===== config.mk =====
export PLATFORM = sky130hd
export DESIGN_NAME = float_to_integer_saturating_convert
export DESIGN_NICKNAME = d
export VERILOG_FILES = /design/src/sv/f2i_pkg.sv /design/src/sv/float_to_integer_saturating_convert.sv
export SDC_FILE = /design/constraint.sdc
export NUM_CORES = 1
export LEC_CHECK = 0
export BUFFER_PORTS_ARGS = -buffer_cell sky130_fd_sc_hd__buf_2
export CAP_MARGIN = 20
export CORE_ASPECT_RATIO = 0.6
export CORE_UTILIZATION = 45
export CTS_CLUSTER_SIZE = 20
export DETAILED_ROUTE_END_ITERATION = 6
export GPL_TIMING_DRIVEN = 0
export PLACE_DENSITY_LB_ADDON = 0.08
export SYNTH_ARGS = -nofsm -noshare
export SYNTH_HDL_FRONTEND = slang
export SYNTH_SLANG_ARGS = --single-unit

===== constraint.sdc =====
create_clock -name clk -period 25.4 [get_ports clk]
set_input_delay 1.27 -clock clk [delete_from_list [all_inputs] [get_ports clk]]
set_output_delay 1.27 -clock clk [all_outputs]
set_load 0.01 [all_outputs]

===== src/sv/f2i_pkg.sv =====
`timescale 1ns / 1ps
`default_nettype none
package f2i_pkg;

    typedef enum logic [2:0] {
        FMT_INT32  = 3'd0,
        FMT_INT16  = 3'd1,
        FMT_UINT16 = 3'd2,
        FMT_UINT8  = 3'd3,
        FMT_INT8   = 3'd4,
        FMT_UINT32 = 3'd5
    } fmt_code_t;

    typedef struct packed {
        logic [31:0] float_bits;
        logic        last_in;
    } in_word_t;

    typedef struct packed {
        logic signed [32:0] int_value;
        logic               last_out;
    } out_word_t;

    localparam logic [7:0] EXP_ONE_LSB = 8'd150;

endpackage
`default_nettype wire


===== src/sv/float_to_integer_saturating_convert.sv =====
`timescale 1ns / 1ps
// Input accept to result valid passes through the input register, then the result register.
// Throughput: one word per cycle; both registers advance together when not stalled.
// Stall propagates combinationally from the output stage back to the input.
// Reset (rst_n low, async): both valid flags cleared, target format set to int32.
`default_nettype none
module float_to_integer_saturating_convert
(
    input  wire logic               clk,
    input  wire logic               rst_n,
    input  wire logic               cfg_we,
    input  wire logic [2:0]         cfg_wdata,
    input  wire logic               in_valid,
    output      logic               in_stall,
    input  wire f2i_pkg::in_word_t  in_data,
    output      logic               out_valid,
    input  wire logic               out_stall,
    output      f2i_pkg::out_word_t out_data
);
    import f2i_pkg::*;

    logic [2:0]  fmt_reg;
    in_word_t    in_reg;
    logic        in_vld_reg;
    out_word_t   out_reg;
    logic        out_vld_reg;
    logic        adv;
    logic        in_load;

    // Pipeline advances when the result slot is free or being taken
    assign adv      = !out_vld_reg || !out_stall;
    // Input stage loads when it is empty or moving on
    assign in_load  = adv || !in_vld_reg;
    assign in_stall = !in_load;
    assign out_valid = out_vld_reg;
    assign out_data  = out_reg;

    // Format register
    always_ff @(posedge clk or negedge rst_n)
    begin
        if (!rst_n)
            fmt_reg <= FMT_INT32;
        else if (cfg_we)
            fmt_reg <= cfg_wdata;
    end

    // Valid flags
    always_ff @(posedge clk or negedge rst_n)
    begin
        if (!rst_n)
        begin
            in_vld_reg  <= 1'b0;
            out_vld_reg <= 1'b0;
        end
        else
        begin
            if (in_load)
                in_vld_reg  <= in_valid;
            if (adv)
                out_vld_reg <= in_vld_reg;
        end
    end

    // Round and saturate to int32
    logic        sgn;
    logic [7:0]  ex;
    logic [23:0] man;
    logic        is_nan;
    logic        huge;
    logic [39:0] shl;
    logic [4:0]  rsh;
    logic [24:0] rnd;
    logic [32:0] mag;
    logic signed [32:0] r32;
    logic signed [32:0] v_next;
    out_word_t   out_next;

    always_comb
    begin
        sgn    = in_reg.float_bits[31];
        ex     = in_reg.float_bits[30:23];
        man    = {1'b1, in_reg.float_bits[22:0]};
        is_nan = (ex == 8'hFF) && (in_reg.float_bits[22:0] != 23'd0);
        // magnitude of 2^31 or more saturates in either sign
        huge   = (ex == 8'hFF) || (ex > 8'd157);
        shl    = '0;
        rsh    = '0;
        rnd    = '0;
        mag    = '0;
        if (ex == 8'd0)
            mag = '0;
        else if (ex >= EXP_ONE_LSB)
        begin
            shl = {16'd0, man} << (ex - EXP_ONE_LSB);
            mag = shl[32:0];
        end
        else if ((EXP_ONE_LSB - ex) <= 8'd25)
        begin
            rsh = 5'(EXP_ONE_LSB - ex);
            rnd = ({1'b0, man} + (25'd1 << (rsh - 5'd1))) >> rsh;
            mag = {8'd0, rnd};
        end
        if (!sgn)
            r32 = (huge || mag > 33'h07FFFFFFF) ? 33'sh07FFFFFFF : $signed(mag);
        else
            r32 = (huge || mag > 33'h080000000) ? -33'sh080000000 : -$signed(mag);

        // Format step
        case (fmt_reg)
            FMT_INT32:  v_next = r32;
            FMT_INT16:  v_next = {{17{r32[15]}}, r32[15:0]};
            FMT_UINT16: v_next = r32[32] ? '0 : {17'd0, r32[15:0]};
            FMT_UINT8:  v_next = r32[32] ? '0 : (r32 > 33'sd255 ? 33'sd255 : r32);
            FMT_INT8:   v_next = (r32 < -33'sd127) ? -33'sd127 :
                                 (r32 > 33'sd127 ? 33'sd127 : r32);
            FMT_UINT32: v_next = r32[32] ? '0 : r32;
            default:    v_next = '0;
        endcase
        if (is_nan)
            v_next = '0;
        out_next.int_value = v_next;
        out_next.last_out  = in_reg.last_in;
    end

    // Payload registers
    always_ff @(posedge clk)
    begin
        if (in_load)
            in_reg  <= in_data;
        if (adv)
            out_reg <= out_next;
    end

    // Result stage only loads from a valid input stage
    a_fill: assert property (@(posedge clk) disable iff (!rst_n)
        (adv && !in_vld_reg) |=> !out_vld_reg) else $error("spurious result");
    // Held result stays when stalled
    a_hold: assert property (@(posedge clk) disable iff (!rst_n)
        (out_vld_reg && out_stall) |=> out_vld_reg && $stable(out_reg))
        else $error("result lost");
    // Input stall only with a full pipe
    a_stall: assert property (@(posedge clk) disable iff (!rst_n)
        in_stall |-> (out_vld_reg && in_vld_reg)) else $error("bad stall");

endmodule
`default_nettype wire

==> metrics.txt <==
PostCTS Resize Cnt=0; status=completed; Largest register FFs=34; CTS tree=yes; core footprint=24600 um^2; Setup TNS Final=0 ns; I/O pin count=a little under 80; Synth cell types=about 100; drt total wl=55.5 mm; H-tree depth=3; DR pass1 iterations=7; largest net degree at the start of global routing=36; maximum root-to-sink buffer count=2; Hold Path Class=reg -> reg; Total GRT Usage=41.3%; Setup Buffers After CTS=0; placed inst area=12300 um^2; #FFs+latches synth=72; Final Skew=around 0.014 ns; maxcap violations=0; top_reg_cell synth=edfxtp_1; PortBufs=76; # diodes=0; vias per cell=7.28; Worst Path Arrival=approximately 13 ns; top cell type's share of synthesized area=about 18%; dominant cells by area after synthesis=edfxtp_1 18%, nand2_1 6.3%, a21oi_1 5.8%; row count=between 40 and 50; Post-DP HPWL=45.3 mm; Clk pin slew, worst setup/hold paths=0.07 ns; register area share after synthesis=about a fifth; RSZ-0062 raised after global routing=no; grt ovf=0; worst vdd ir=45.6 uV; netlist area before placement=11500 um^2; Setup violations, final=0; via count=14600; worst-margin pin slew=1.14 ns; syn_nets=1657; Setup crit start kind=flop; maximum achievable frequency=76.6 MHz; Clock Latency Late Sink=0.37 ns; Die Y=126 um; CP Capture Type=flop; Antenna Nets Post-Route=0; Slew Viols, Final=0; Pleak=between 4 and 5 nW; Final nets=around 1800; final worst path period need=13.06 ns; clk sink count=72; top cell type by total area after synthesis=edfxtp_1; Worst EP required=25.47 ns; worst-path maximum fanout=13; ys async rst share=under 10%; DRC viols=0; Die ar.=about 26000 um^2; yosys warns=0; vias in the first global route=12500; root buf cell=clkbuf_16; Die W=208 um; first-pass GRT wire length=80.7 mm; share of layout cells above drive strength 1=12.9%; Post-Syn Instances=between 1500 and 2000; initial antenna violation count=1; wire length per cell=27.8 um; Rel. slew slack=between 20% and 30%; initial core utilization=between 40% and 50%; Pwr per Cell Area=60.4 nW/um^2; CP max stage delay=0.77 ns; DRT iter0 DRCs=about 2600; Crit-path slowest cell=a21oi_1; Post-Route Utilization=approximately 51%; Setup CP Type=reg -> reg; EDFF count, synth=67; Synth Area per Inst=7.27 um^2; Fin. Hold Viols=0; fin area=12600 um^2; Syn-to-layout area delta=9.78%; period utilization=51.4%; Num CTS Buffers=9; hold_buf cts=0; GP Congestion=1.12
-- placed cells by master, fill, tap and decap left out, types with 14 or more instances in the layout --
cell / Yosys / final
buf_2: 33 / 112
o21ai_0: 114 / 114
o22ai_1: 21 / 21
nand4_1: 29 / 29
a21oi_1: 134 / 134
xnor2_1: 22 / 22
o31ai_1: 19 / 19
nor2_1: 165 / 165
a31oi_1: 24 / 24
inv_1: 35 / 35
ha_1: 34 / 34
a211oi_1: 35 / 35
o21a_1: 14 / 14
nor2b_1: 16 / 16
edfxtp_1: 67 / 67
o211ai_1: 24 / 24
nor3_1: 51 / 51
nand2_1: 192 / 192
a21o_1: 33 / 33
and3_1: 18 / 18
nor4_1: 28 / 28
or3_1: 14 / 14
mux2i_1: 39 / 39
nand3_1: 46 / 45
and2_1: 22 / 22
clkbuf_1: 62 / 62
-- critical path, delay by kind of cell, from the launching register on --
kind            cells  cell delay (ns)
compound gates     16             6.40
flops               1             0.60
fa+ha+maj           3             0.99
buf+inv             9             2.35
simple gates        7             2.36
-- power by group --
part	switching, mW	total (mW)	internal, mW
Clock	0.0566	0.123	0.0668
Combinational	0.334	0.477	0.142
Sequential	0.0115	0.162	0.150
-- worst paths after layout --
path	to	slack, ns	start	cells after the start
setup / recovery	out_data[17]	12.34	ex[0]	35
hold / removal	out_data[0]	0.44	in_reg[0]	0
setup reg to reg	out_data[17]	12.34	ex[0]	35
hold reg to reg	out_data[0]	0.44	in_reg[0]	0
max in group asynchronous	fmt_reg[0]	24.47	rst_n	1
min in group asynchronous	out_valid	0.74	rst_n	1
-- cells by family after synthesis --
family	count (synthesis)	synth area share (%)
fa+ha+maj	35	3.88
simple gates	645	27.8
compound gates	597	35.9
flops	72	18.6
xor+xnor	29	2.34
buf+inv	144	5.37
mux	59	6.04
-- stage by stage --
stage | total power [mW] | hold slack (ns) | std cells | setup WS (ns)
6_report | 0.762 | 0.445 | 2001 | 12.34
4_1_cts | 0.731 | 0.455 | 1998 | 13.49
5_1_grt | 0.790 | 0.463 | 2001 | 12.29
3_3_place_gp | 0.608 | 0.409 | 1979 | 13.18
3_5_place_dp | 0.606 | 0.428 | 1982 | 13.57
2_1_floorplan | 0.457 | 0.400 | 1581 | 17.08
-- synth_stat cells, drive strengths merged, types with 29 or more instances --
cell type  instances
nand2            192
nor2             168
a21oi            142
o21ai            122
edfxtp            67
clkbuf            63
nor3              54
nand3             47
buf               44
a211oi            39
mux2i             39
inv               36
ha                34
a21o              33
nand4             30
nor4              29
-- final cells by class --
class / count / area, um^2
clock inverters: 7 / 55.1
repair buffers: 82 / 435
plain buffers: 107 / 478
well taps: 322 / 403
fillers: 2460 / 12000
flip-flops and latches: 72 / 2140
multi-input cells: 1365 / 8740
inverters: 37 / 139
clock buffers: 9 / 225
-- metal layers --
layer | share of wire (%) | wire length, um | GRT usage (%) | up-vias
met5 | 0.014 | 8 | 0 | -
met4 | 1.3 | 746 | 6.06 | 2
met3 | 20 | 11200 | 24.1 | 90
met2 | 34 | 18700 | 47.6 | 1244
met1 | 45 | 24900 | 63.2 | 6924
li1 | - | - | - | 6312
Note: power is estimated with default switching activity, not from simulation.
